### src/rtl/lkx_pkg.sv
`default_nettype none

package lkx_pkg;

    localparam int WORD_W   = 31;
    localparam int BYTE_W   = 8;
    localparam int PROD_W   = 2 * WORD_W;
    localparam int DVD_W    = PROD_W + 1;
    localparam int CFG_IDX_W = 2;

    localparam logic [CFG_IDX_W-1:0] REG_MULT    = 2'd0;
    localparam logic [CFG_IDX_W-1:0] REG_INCR    = 2'd1;
    localparam logic [CFG_IDX_W-1:0] REG_MODULUS = 2'd2;
    localparam logic [CFG_IDX_W-1:0] REG_SEED    = 2'd3;

    localparam logic [WORD_W-1:0] MULT_RST    = 31'd1;
    localparam logic [WORD_W-1:0] INCR_RST    = 31'd0;
    localparam logic [WORD_W-1:0] MODULUS_RST = 31'h7FFF_FFFF;
    localparam logic [WORD_W-1:0] SEED_RST    = 31'd0;

    typedef struct packed {
        logic [BYTE_W-1:0] data;
        logic              first;
        logic              last;
    } item_t;

    typedef struct packed {
        logic              start;
        logic [DVD_W-1:0]  dividend;
        logic [WORD_W-1:0] divisor;
    } rem_req_t;

    typedef struct packed {
        logic              done;
        logic [WORD_W-1:0] rem;
    } rem_rsp_t;

endpackage

`default_nettype wire

### src/rtl/lcg_keystream_xor_cipher.sv
// Linear congruential keystream XOR cipher.
// Input channel: drive data_byte, first, last and raise push; a transfer
// happens on a rising edge with push high and full low. A two-entry queue
// holds items ahead of the keystream engine.
// Output channel: while empty is low, out_byte and out_last hold the oldest
// result; it transfers on a rising edge with pop high. A stalled result holds
// and the input queue keeps taking items until it fills.
// Configuration: cfg_wen with cfg_index (0 mult, 1 incr, 2 modulus,
// 3 seed_word) and cfg_data writes a register on that edge.
// Path: with the engine idle, an input item passes from the input queue into
// the output register, from which it can transfer out.
// Throughput: one item per cycle within a word while no result is stalled;
// after the last byte of a word the engine takes no items while it steps
// to the next word (one multiply, one add, a restoring remainder at one
// quotient bit per cycle); with modulus zero the remainder is skipped.
// Reset: registers return to mult 1, incr 0, modulus 2^31-1, seed 0; the
// stream restarts at key word 0, byte 0; both queues empty.
`default_nettype none

module lcg_keystream_xor_cipher
#(
    parameter int WORD_BYTES = 4
)
(
    input  wire logic                          clk,
    input  wire logic                          rst_n,
    input  wire logic                          push,
    output logic                               full,
    input  wire logic [lkx_pkg::BYTE_W-1:0]    data_byte,
    input  wire logic                          first,
    input  wire logic                          last,
    output logic                               empty,
    input  wire logic                          pop,
    output logic [lkx_pkg::BYTE_W-1:0]         out_byte,
    output logic                               out_last,
    input  wire logic                          cfg_wen,
    input  wire logic [lkx_pkg::CFG_IDX_W-1:0] cfg_index,
    input  wire logic [lkx_pkg::WORD_W-1:0]    cfg_data
);

    lkx_pkg::item_t in_item;
    lkx_pkg::item_t q_item;
    logic           q_valid;
    logic           q_take;

    assign in_item.data  = data_byte;
    assign in_item.first = first;
    assign in_item.last  = last;

    lkx_front u_front
    (
        .clk     (clk),
        .rst_n   (rst_n),
        .push    (push),
        .full    (full),
        .in_item (in_item),
        .q_valid (q_valid),
        .q_item  (q_item),
        .q_take  (q_take)
    );

    lkx_back
    #(
        .WORD_BYTES (WORD_BYTES)
    )
    u_back
    (
        .clk       (clk),
        .rst_n     (rst_n),
        .cfg_wen   (cfg_wen),
        .cfg_index (cfg_index),
        .cfg_data  (cfg_data),
        .q_valid   (q_valid),
        .q_item    (q_item),
        .q_take    (q_take),
        .empty     (empty),
        .pop       (pop),
        .out_byte  (out_byte),
        .out_last  (out_last)
    );

endmodule

`default_nettype wire

### src/rtl/lkx_front.sv
`default_nettype none

module lkx_front
(
    input  wire logic          clk,
    input  wire logic          rst_n,
    input  wire logic          push,
    output logic               full,
    input  wire lkx_pkg::item_t in_item,
    output logic               q_valid,
    output lkx_pkg::item_t     q_item,
    input  wire logic          q_take
);

    lkx_pkg::item_t slot_reg [2];
    logic           wr_ptr_reg;
    logic           wr_ptr_next;
    logic           rd_ptr_reg;
    logic           rd_ptr_next;
    logic [1:0]     count_reg;
    logic [1:0]     count_next;
    logic           do_push;
    logic           do_take;

    assign full    = (count_reg == 2'd2);
    assign q_valid = (count_reg != 2'd0);
    assign q_item  = slot_reg[rd_ptr_reg];
    assign do_push = push && !full;
    assign do_take = q_take && q_valid;

    always_comb
    begin
        wr_ptr_next = do_push ? !wr_ptr_reg : wr_ptr_reg;
        rd_ptr_next = do_take ? !rd_ptr_reg : rd_ptr_reg;
        count_next  = count_reg;
        if (do_push && !do_take)
        begin
            count_next = count_reg + 2'd1;
        end
        else if (!do_push && do_take)
        begin
            count_next = count_reg - 2'd1;
        end
    end

    always_ff @(posedge clk or negedge rst_n)
    begin
        if (!rst_n)
        begin
            wr_ptr_reg <= 1'b0;
            rd_ptr_reg <= 1'b0;
            count_reg  <= 2'd0;
        end
        else
        begin
            wr_ptr_reg <= wr_ptr_next;
            rd_ptr_reg <= rd_ptr_next;
            count_reg  <= count_next;
        end
    end

    always_ff @(posedge clk)
    begin
        if (do_push)
        begin
            slot_reg[wr_ptr_reg] <= in_item;
        end
    end

    a_count_range: assert property (@(posedge clk) disable iff (!rst_n)
        count_reg != 2'd3)
        else $error("queue count out of range");

    a_push_grows: assert property (@(posedge clk) disable iff (!rst_n)
        (do_push && !do_take) |=> (count_reg == $past(count_reg) + 2'd1))
        else $error("push transfer not counted");

    a_take_shrinks: assert property (@(posedge clk) disable iff (!rst_n)
        (do_take && !do_push) |=> (count_reg == $past(count_reg) - 2'd1))
        else $error("take transfer not counted");

endmodule

`default_nettype wire

### src/rtl/lkx_rem.sv
`default_nettype none

module lkx_rem
(
    input  wire logic              clk,
    input  wire logic              rst_n,
    input  wire lkx_pkg::rem_req_t req,
    output lkx_pkg::rem_rsp_t      rsp
);

    localparam int CNT_W = $clog2(lkx_pkg::DVD_W);
    localparam logic [CNT_W-1:0] LAST_STEP = CNT_W'(lkx_pkg::DVD_W - 1);

    logic [lkx_pkg::DVD_W-1:0]  dvd_reg;
    logic [lkx_pkg::WORD_W:0]   r_reg;
    logic [lkx_pkg::WORD_W-1:0] d_reg;
    logic [CNT_W-1:0]           cnt_reg;
    logic                       busy_reg;
    logic                       done_reg;
    logic [lkx_pkg::WORD_W:0]   trial;
    logic [lkx_pkg::WORD_W:0]   d_ext;

    assign d_ext = {1'b0, d_reg};
    assign trial = {r_reg[lkx_pkg::WORD_W-1:0], dvd_reg[lkx_pkg::DVD_W-1]};

    assign rsp.done = done_reg;
    assign rsp.rem  = r_reg[lkx_pkg::WORD_W-1:0];

    always_ff @(posedge clk or negedge rst_n)
    begin
        if (!rst_n)
        begin
            busy_reg <= 1'b0;
            done_reg <= 1'b0;
            cnt_reg  <= '0;
        end
        else
        begin
            done_reg <= 1'b0;
            if (req.start)
            begin
                cnt_reg <= '0;
                if (req.divisor == '0)
                begin
                    busy_reg <= 1'b0;
                    done_reg <= 1'b1;
                end
                else
                begin
                    busy_reg <= 1'b1;
                end
            end
            else if (busy_reg)
            begin
                cnt_reg <= cnt_reg + CNT_W'(1);
                if (cnt_reg == LAST_STEP)
                begin
                    busy_reg <= 1'b0;
                    done_reg <= 1'b1;
                end
            end
        end
    end

    always_ff @(posedge clk)
    begin
        if (req.start)
        begin
            dvd_reg <= req.dividend;
            d_reg   <= req.divisor;
            if (req.divisor == '0)
            begin
                r_reg <= {1'b0, req.dividend[lkx_pkg::WORD_W-1:0]};
            end
            else
            begin
                r_reg <= '0;
            end
        end
        else if (busy_reg)
        begin
            dvd_reg <= {dvd_reg[lkx_pkg::DVD_W-2:0], 1'b0};
            if (trial >= d_ext)
            begin
                r_reg <= trial - d_ext;
            end
            else
            begin
                r_reg <= trial;
            end
        end
    end

    a_done_not_busy: assert property (@(posedge clk) disable iff (!rst_n)
        done_reg |-> !busy_reg)
        else $error("remainder done while still stepping");

    a_rem_below_divisor: assert property (@(posedge clk) disable iff (!rst_n)
        (done_reg && d_reg != '0) |-> (r_reg < d_ext))
        else $error("remainder not below divisor");

    a_busy_counts: assert property (@(posedge clk) disable iff (!rst_n)
        (busy_reg && !req.start && cnt_reg != LAST_STEP) |=> busy_reg)
        else $error("remainder stopped early");

endmodule

`default_nettype wire

### src/rtl/lkx_back.sv
`default_nettype none

module lkx_back
#(
    parameter int WORD_BYTES = 4
)
(
    input  wire logic                            clk,
    input  wire logic                            rst_n,
    input  wire logic                            cfg_wen,
    input  wire logic [lkx_pkg::CFG_IDX_W-1:0]   cfg_index,
    input  wire logic [lkx_pkg::WORD_W-1:0]      cfg_data,
    input  wire logic                            q_valid,
    input  wire lkx_pkg::item_t                  q_item,
    output logic                                 q_take,
    output logic                                 empty,
    input  wire logic                            pop,
    output logic [lkx_pkg::BYTE_W-1:0]           out_byte,
    output logic                                 out_last
);

    localparam int POS_W = $clog2(WORD_BYTES);
    localparam logic [POS_W-1:0] LAST_POS = POS_W'(WORD_BYTES - 1);

    localparam logic [1:0] ST_IDLE = 2'd0;
    localparam logic [1:0] ST_MUL  = 2'd1;
    localparam logic [1:0] ST_DIVS = 2'd2;
    localparam logic [1:0] ST_DIVW = 2'd3;

    logic [lkx_pkg::WORD_W-1:0] mult_reg;
    logic [lkx_pkg::WORD_W-1:0] incr_reg;
    logic [lkx_pkg::WORD_W-1:0] modulus_reg;
    logic [lkx_pkg::WORD_W-1:0] seed_reg;

    logic [1:0]                 state_reg;
    logic [1:0]                 state_next;
    logic [lkx_pkg::WORD_W-1:0] key_reg;
    logic [lkx_pkg::WORD_W-1:0] key_next;
    logic [POS_W-1:0]           pos_reg;
    logic [POS_W-1:0]           pos_next;
    logic [lkx_pkg::PROD_W-1:0] prod_reg;
    logic                       ovalid_reg;
    logic                       ovalid_next;
    logic [lkx_pkg::BYTE_W-1:0] obyte_reg;
    logic                       olast_reg;

    logic [lkx_pkg::WORD_W-1:0] cur_key;
    logic [POS_W-1:0]           cur_pos;
    logic [63:0]                key_wide;
    logic [lkx_pkg::BYTE_W-1:0] kbyte;
    logic                       out_free;

    lkx_pkg::rem_req_t          rem_req;
    lkx_pkg::rem_rsp_t          rem_rsp;

    lkx_rem u_rem
    (
        .clk   (clk),
        .rst_n (rst_n),
        .req   (rem_req),
        .rsp   (rem_rsp)
    );

    assign empty    = !ovalid_reg;
    assign out_byte = obyte_reg;
    assign out_last = olast_reg;
    assign out_free = !ovalid_reg || pop;
    assign q_take   = (state_reg == ST_IDLE) && q_valid && out_free;

    assign cur_key  = q_item.first ? seed_reg : key_reg;
    assign cur_pos  = q_item.first ? '0 : pos_reg;
    assign key_wide = 64'(cur_key);
    assign kbyte    = 8'(key_wide >> {cur_pos, 3'b000});

    assign rem_req.start    = (state_reg == ST_DIVS);
    assign rem_req.dividend = lkx_pkg::DVD_W'(prod_reg) + lkx_pkg::DVD_W'(incr_reg);
    assign rem_req.divisor  = modulus_reg;

    always_comb
    begin
        state_next  = state_reg;
        key_next    = key_reg;
        pos_next    = pos_reg;
        ovalid_next = ovalid_reg && !pop;
        case (state_reg)
            ST_IDLE:
            begin
                if (q_take)
                begin
                    ovalid_next = 1'b1;
                    key_next    = cur_key;
                    if (cur_pos == LAST_POS)
                    begin
                        pos_next   = '0;
                        state_next = ST_MUL;
                    end
                    else
                    begin
                        pos_next = cur_pos + POS_W'(1);
                    end
                end
            end
            ST_MUL:
            begin
                state_next = ST_DIVS;
            end
            ST_DIVS:
            begin
                state_next = ST_DIVW;
            end
            ST_DIVW:
            begin
                if (rem_rsp.done)
                begin
                    key_next   = rem_rsp.rem;
                    state_next = ST_IDLE;
                end
            end
            default:
            begin
                state_next = ST_IDLE;
            end
        endcase
    end

    always_ff @(posedge clk or negedge rst_n)
    begin
        if (!rst_n)
        begin
            state_reg   <= ST_IDLE;
            key_reg     <= '0;
            pos_reg     <= '0;
            ovalid_reg  <= 1'b0;
            mult_reg    <= lkx_pkg::MULT_RST;
            incr_reg    <= lkx_pkg::INCR_RST;
            modulus_reg <= lkx_pkg::MODULUS_RST;
            seed_reg    <= lkx_pkg::SEED_RST;
        end
        else
        begin
            state_reg  <= state_next;
            key_reg    <= key_next;
            pos_reg    <= pos_next;
            ovalid_reg <= ovalid_next;
            if (cfg_wen)
            begin
                case (cfg_index)
                    lkx_pkg::REG_MULT:    mult_reg    <= cfg_data;
                    lkx_pkg::REG_INCR:    incr_reg    <= cfg_data;
                    lkx_pkg::REG_MODULUS: modulus_reg <= cfg_data;
                    lkx_pkg::REG_SEED:    seed_reg    <= cfg_data;
                    default:              ;
                endcase
            end
        end
    end

    always_ff @(posedge clk)
    begin
        if (state_reg == ST_MUL)
        begin
            prod_reg <= {{lkx_pkg::WORD_W{1'b0}}, mult_reg} *
                        {{lkx_pkg::WORD_W{1'b0}}, key_reg};
        end
        if (q_take)
        begin
            obyte_reg <= q_item.data ^ kbyte;
            olast_reg <= q_item.last;
        end
    end

    a_no_take_in_step: assert property (@(posedge clk) disable iff (!rst_n)
        (state_reg != ST_IDLE) |-> !q_take)
        else $error("item taken during word step");

    a_step_on_wrap: assert property (@(posedge clk) disable iff (!rst_n)
        (q_take && cur_pos == LAST_POS) |=> (state_reg == ST_MUL && pos_reg == '0))
        else $error("word step not started after last byte");

    a_step_ends: assert property (@(posedge clk) disable iff (!rst_n)
        (state_reg == ST_DIVW && rem_rsp.done) |=> (state_reg == ST_IDLE))
        else $error("word step did not finish");

endmodule

`default_nettype wire

### config.mk
export PLATFORM = sky130hd
export DESIGN_NAME = lcg_keystream_xor_cipher
export DESIGN_NICKNAME = d
export VERILOG_FILES = /design/src/rtl/lkx_pkg.sv /design/src/rtl/lcg_keystream_xor_cipher.sv /design/src/rtl/lkx_front.sv /design/src/rtl/lkx_rem.sv /design/src/rtl/lkx_back.sv
export SDC_FILE = /design/constraint.sdc
export NUM_CORES = 2
export LEC_CHECK = 0
export BUFFER_PORTS_ARGS = -buffer_cell sky130_fd_sc_hd__buf_2
export CORE_ASPECT_RATIO = 0.7
export CORE_MARGIN = 3
export CORE_UTILIZATION = 55
export DETAILED_ROUTE_END_ITERATION = 10
export PLACE_DENSITY = 0.71
export SLEW_MARGIN = 20
export SYNTH_ARGS = -nofsm -noshare
export SYNTH_HDL_FRONTEND = slang
export SYNTH_SLANG_ARGS = --single-unit
### constraint.sdc
create_clock -name clk -period 8.6 [get_ports clk]
set_input_delay 1.29 -clock clk [delete_from_list [all_inputs] [get_ports clk]]
set_output_delay 1.29 -clock clk [all_outputs]
set_load 0.01 [all_outputs]
==> results_tabular.tex <==
\begin{tabular}{lr}
\hline
Metric & Value \\
\hline
\multicolumn{2}{l}{\textbf{Status}} \\
\quad Run status & complete, no violations \\
\multicolumn{2}{l}{\textbf{GRT}} \\
\quad Number of global-route vias before repair & roughly 37k \\
\quad Global-route usage over all layers & around 29\% \\
\quad Antenna violations before repair & 4 \\
\quad Met1 usage & between 40 and 50\% \\
\quad Wire length of the first global-routing pass & between 200000 and 250000 um \\
\quad Met3 Use GR & around 6.5\% \\
\quad GR Layer Usage met2 & 43.5\% \\
\quad Total global routing overflow & 0 \\
\quad Most Crowded Layer GR & met2 \\
\quad Maximum number of pins on one net before global-route repair & 92 \\
\multicolumn{2}{l}{\textbf{Logic synthesis}} \\
\quad Synth Net Count & 6285 \\
\quad Share of flip-flops with an asynchronous set or reset & 44.3\% \\
\quad Cell types with the highest counts after synthesis & 855 x sky130\_fd\_sc\_hd\_\_inv\_1, 839 x sky130\_fd\_sc\_hd\_\_fa\_1, 606 x sky130\_fd\_sc\_hd\_\_nand2\_1, 509 x sky130\_fd\_sc\_hd\_\_and2\_1, 325 x sky130\_fd\_sc\_hd\_\_ha\_1 \\
\quad Yosys warning total & 0 \\
\quad Number of instances in the synthesized netlist & 5073 \\
\quad Post-synth cell types & 87 \\
\quad Average footprint of a synthesized cell & 9.95 um\^{}2 \\
\quad Most used flip-flop cell after synthesis & sky130\_fd\_sc\_hd\_\_edfxtp\_1 \\
\quad Proportion of netlist area held by the largest area contributor & 33.3\% \\
\quad Count of state elements after synthesis & approximately 390 \\
\quad Largest area contributor in the synthesized netlist & sky130\_fd\_sc\_hd\_\_fa\_1 \\
\quad Ranking of synthesized cells by area & sky130\_fd\_sc\_hd\_\_fa\_1 33\%, sky130\_fd\_sc\_hd\_\_edfxtp\_1 13\%, sky130\_fd\_sc\_hd\_\_ha\_1 8.1\%, sky130\_fd\_sc\_hd\_\_dfrtp\_1 6.9\%, sky130\_fd\_sc\_hd\_\_inv\_1 6.4\% \\
\quad Post-synth EDFFs & roughly 220 \\
\quad Leading cell type by number of instances after synthesis & sky130\_fd\_sc\_hd\_\_inv\_1 \\
\quad Cell area after technology mapping & 50500 um\^{}2 \\
\quad Sequential share of the synthesized area & 21.4\% \\
\multicolumn{2}{l}{\textbf{Clock network}} \\
\quad Clock root buffer & sky130\_fd\_sc\_hd\_\_clkbuf\_16 \\
\quad H-Tree Level Count & 2 \\
\quad Later-pin clock latency in the skew report & 0.59 ns \\
\quad CTS buffer count & 38 \\
\quad CTS tree & done \\
\quad Clock Sink Count & a little under 400 \\
\quad Clk pin slew, worst setup/hold paths & 0.09 ns \\
\quad Hold-fix buffers, CTS & 0 \\
\quad Maximum buffer depth of the clock tree & 3 \\
\multicolumn{2}{l}{\textbf{Route}} \\
\quad Wire per inst & $\sim$22 um \\
\quad Final routed DRC violation total & 0 \\
\quad Drt pass-1 iters & 6 \\
\quad Vias & 36.0k \\
\quad Via-to-Cell Ratio & 5.74 \\
\quad Post-route antenna net violation count & 0 \\
\quad DRC marker count from the first detailed-route iteration & approximately 3.2k \\
\quad Wirelength, routed & about 140000 um \\
\multicolumn{2}{l}{\textbf{Worst setup path}} \\
\quad Max incr delay on CP & 0.93 ns \\
\quad R2r setup slk & 0.30 ns \\
\quad Cells along the critical path & buf\_4 > nand2\_1 > fa\_1 > fa\_1 > inv\_1 > fa\_1 > fa\_1 > fa\_1 > fa\_1 > fa\_1 > fa\_1 > ha\_1 > inv\_1 > o21bai\_2 > a2111oi\_4 > o21ai\_1 > o21a\_1 > a221oi\_2 > o21ai\_2 > a221o\_2 > a221oi\_2 > xnor2\_1 \\
\quad Worst EP arrival & 8.62 ns \\
\quad Required time at the endpoint of the critical path & 8.92 ns \\
\quad CP Capture Type & register \\
\quad Critical path type & register to register \\
\quad Crit-path slowest cell & sky130\_fd\_sc\_hd\_\_dfrtp\_1 \\
\quad Max Fanout on Critical Path & 18 \\
\quad Most repeated library cell on the critical path & sky130\_fd\_sc\_hd\_\_fa\_1 \\
\quad Worst setup SP type & register \\
\multicolumn{2}{l}{\textbf{Die}} \\
\quad I/O pin total & 59 \\
\quad Initial Util & 55.8\% \\
\quad Area of the core & 90500 um\^{}2 \\
\quad Die Y & 260 um \\
\quad Die width & approximately 370 um \\
\quad Die area & approximately 96000 um\^{}2 \\
\quad Number of placement rows & 92 \\
\multicolumn{2}{l}{\textbf{STA}} \\
\quad Final-report max-slew violation count & 0 \\
\quad Highest clock rate & roughly 0.12 GHz \\
\quad Setup repair after global routing missed its margin & no \\
\quad Time the worst path needs with I/O delays and setup & between 8 and 9 ns \\
\quad Final period utilization & 96.5\% \\
\quad Sum of negative setup slack & 0 ns \\
\quad Max-slew headroom at the worst pin & between 30\% and 40\% \\
\quad Slew of the pin with the lowest slew margin & 1.05 ns \\
\quad Hold Fails Final Rpt & 0 \\
\quad Worst Clk Skew & 0.0354 ns \\
\quad Setup Viol. Count Final & 0 \\
\multicolumn{2}{l}{\textbf{Worst hold path}} \\
\quad Class of the most critical hold timing path & register to register \\
\multicolumn{2}{l}{\textbf{Place}} \\
\quad Half-perimeter wire length after placement & around 110000 um \\
\quad Placer congestion estimate & 0.974 \\
\quad Buffers added on ports & 58 \\
\multicolumn{2}{l}{\textbf{Final layout}} \\
\quad Number of nets in the final layout & 6234 \\
\quad Ratio of cells with drive above 1 in the final layout & 9.78\% \\
\quad Area growth syn-to-layout & 6.14\% \\
\quad Max reg flops & 63 \\
\multicolumn{2}{l}{\textbf{Run}} \\
\quad Max capacitance violation total & 0 \\
\hline
\end{tabular}
==> layout make-up <==
| cell class | count | area, um^2 |
|---|---|---|
| fill | 7715 | 36900 |
| timing repair buffer | 185 | 1270 |
| multi-input combinational | 3553 | 35500 |
| clock buffer | 52 | 1090 |
| tap | 1222 | 1530 |
| clock inverter | 18 | 166 |
| inverter | 856 | 3210 |
| antenna | 3 | 7.51 |
| sequential | 388 | 10900 |
==> through the flow <==
stage          hold WS (ns)  instances  area [um^2]  util, %  worst slack [ns]
6_report              0.497       6277        53600     59.2             0.300
5_1_grt               0.513       6274        53600     59.2            0.0495
4_1_cts               0.492       6274        53600     59.2             0.135
3_5_place_dp          0.480       6204        52300     57.8             0.226
3_3_place_gp          0.476       6204        52300     57.8             0.335
2_1_floorplan         0.459       5073        50500        -              1.14
==> logic make-up after synthesis <==
family | Yosys count | synth area share, %
adder cells (fa/ha/maj) | 1164 | 41.3
XOR/XNOR | 160 | 2.77
flip-flops | 388 | 21.4
AND/OR/NAND/NOR | 1480 | 14.8
multiplexers | 188 | 4.28
buffers and inverters | 1132 | 8.46
AO/OA/AOI/OAI | 561 | 6.97
==> critical path, delay by kind of cell, from the launching register on <==
family                     cells  cell delay (ns)
buffers and inverters          3             0.56
xor gates and xnor gates       1             0.08
adders and majority gates      9             4.33
and+or+nand+nor                1             0.11
DFF                            1             0.93
AOI/OAI and AO/OA              8             2.00
==> worst paths after layout <==
path / startpoint / endpoint / depth (start not counted)
setup / recovery: u_back.key_reg[18]$_DFFE_PN0P_ / u_back.prod_reg[61]$_DFFE_PN_ / 22
setup reg to reg: u_back.key_reg[18]$_DFFE_PN0P_ / u_back.prod_reg[61]$_DFFE_PN_ / 22
min in group asynchronous: rst_n / u_back.seed_reg[9]$_DFFE_PN0P_ / 1
hold / removal: u_front.count_reg[1]$_DFFE_PN0P_ / u_front.count_reg[1]$_DFFE_PN0P_ / 1
hold reg to reg: u_front.count_reg[1]$_DFFE_PN0P_ / u_front.count_reg[1]$_DFFE_PN0P_ / 1
max in group asynchronous: rst_n / u_back.key_reg[13]$_DFFE_PN0P_ / 2
==> placed cells by master, fill, tap and decap left out, types with 31 or more instances in the layout <==
| cell type | instances |
|---|---|
| sky130_fd_sc_hd__fa_1 | 839 |
| sky130_fd_sc_hd__mux2_2 | 153 |
| sky130_fd_sc_hd__a21oi_1 | 207 |
| sky130_fd_sc_hd__nand3_1 | 56 |
| sky130_fd_sc_hd__nand2_1 | 606 |
| sky130_fd_sc_hd__and2_1 | 509 |
| sky130_fd_sc_hd__xor2_1 | 68 |
| sky130_fd_sc_hd__o21ai_0 | 127 |
| sky130_fd_sc_hd__xnor2_1 | 92 |
| sky130_fd_sc_hd__dfstp_2 | 32 |
| sky130_fd_sc_hd__edfxtp_1 | 216 |
| sky130_fd_sc_hd__buf_4 | 125 |
| sky130_fd_sc_hd__nor3b_1 | 31 |
| sky130_fd_sc_hd__inv_1 | 854 |
| sky130_fd_sc_hd__nor2_1 | 124 |
| sky130_fd_sc_hd__ha_1 | 322 |
| sky130_fd_sc_hd__a21o_1 | 62 |
| sky130_fd_sc_hd__clkbuf_16 | 41 |
| sky130_fd_sc_hd__buf_2 | 57 |
| sky130_fd_sc_hd__dfrtp_1 | 122 |
==> routing by layer <==
layer | vias up | routed length [um] | share of wire, %
li1 | 15900 | - | -
met1 | 18300 | 57900 | 42
met2 | 1614 | 59400 | 44
met3 | 261 | 13300 | 9.8
met4 | 0 | 5700 | 4.2
met5 | - | 0 | 0
==> timing repair <==
action / in CTS / in global routing
gates resized for setup: 0 / 20
endpoints found under the setup margin: 0 / 5
buffers inserted: 0 / 0
endpoints found under the hold margin: 0 / 0
Power is not shown: default switching activity piles up to over one toggle a cycle in this logic, so the estimate is an artifact.
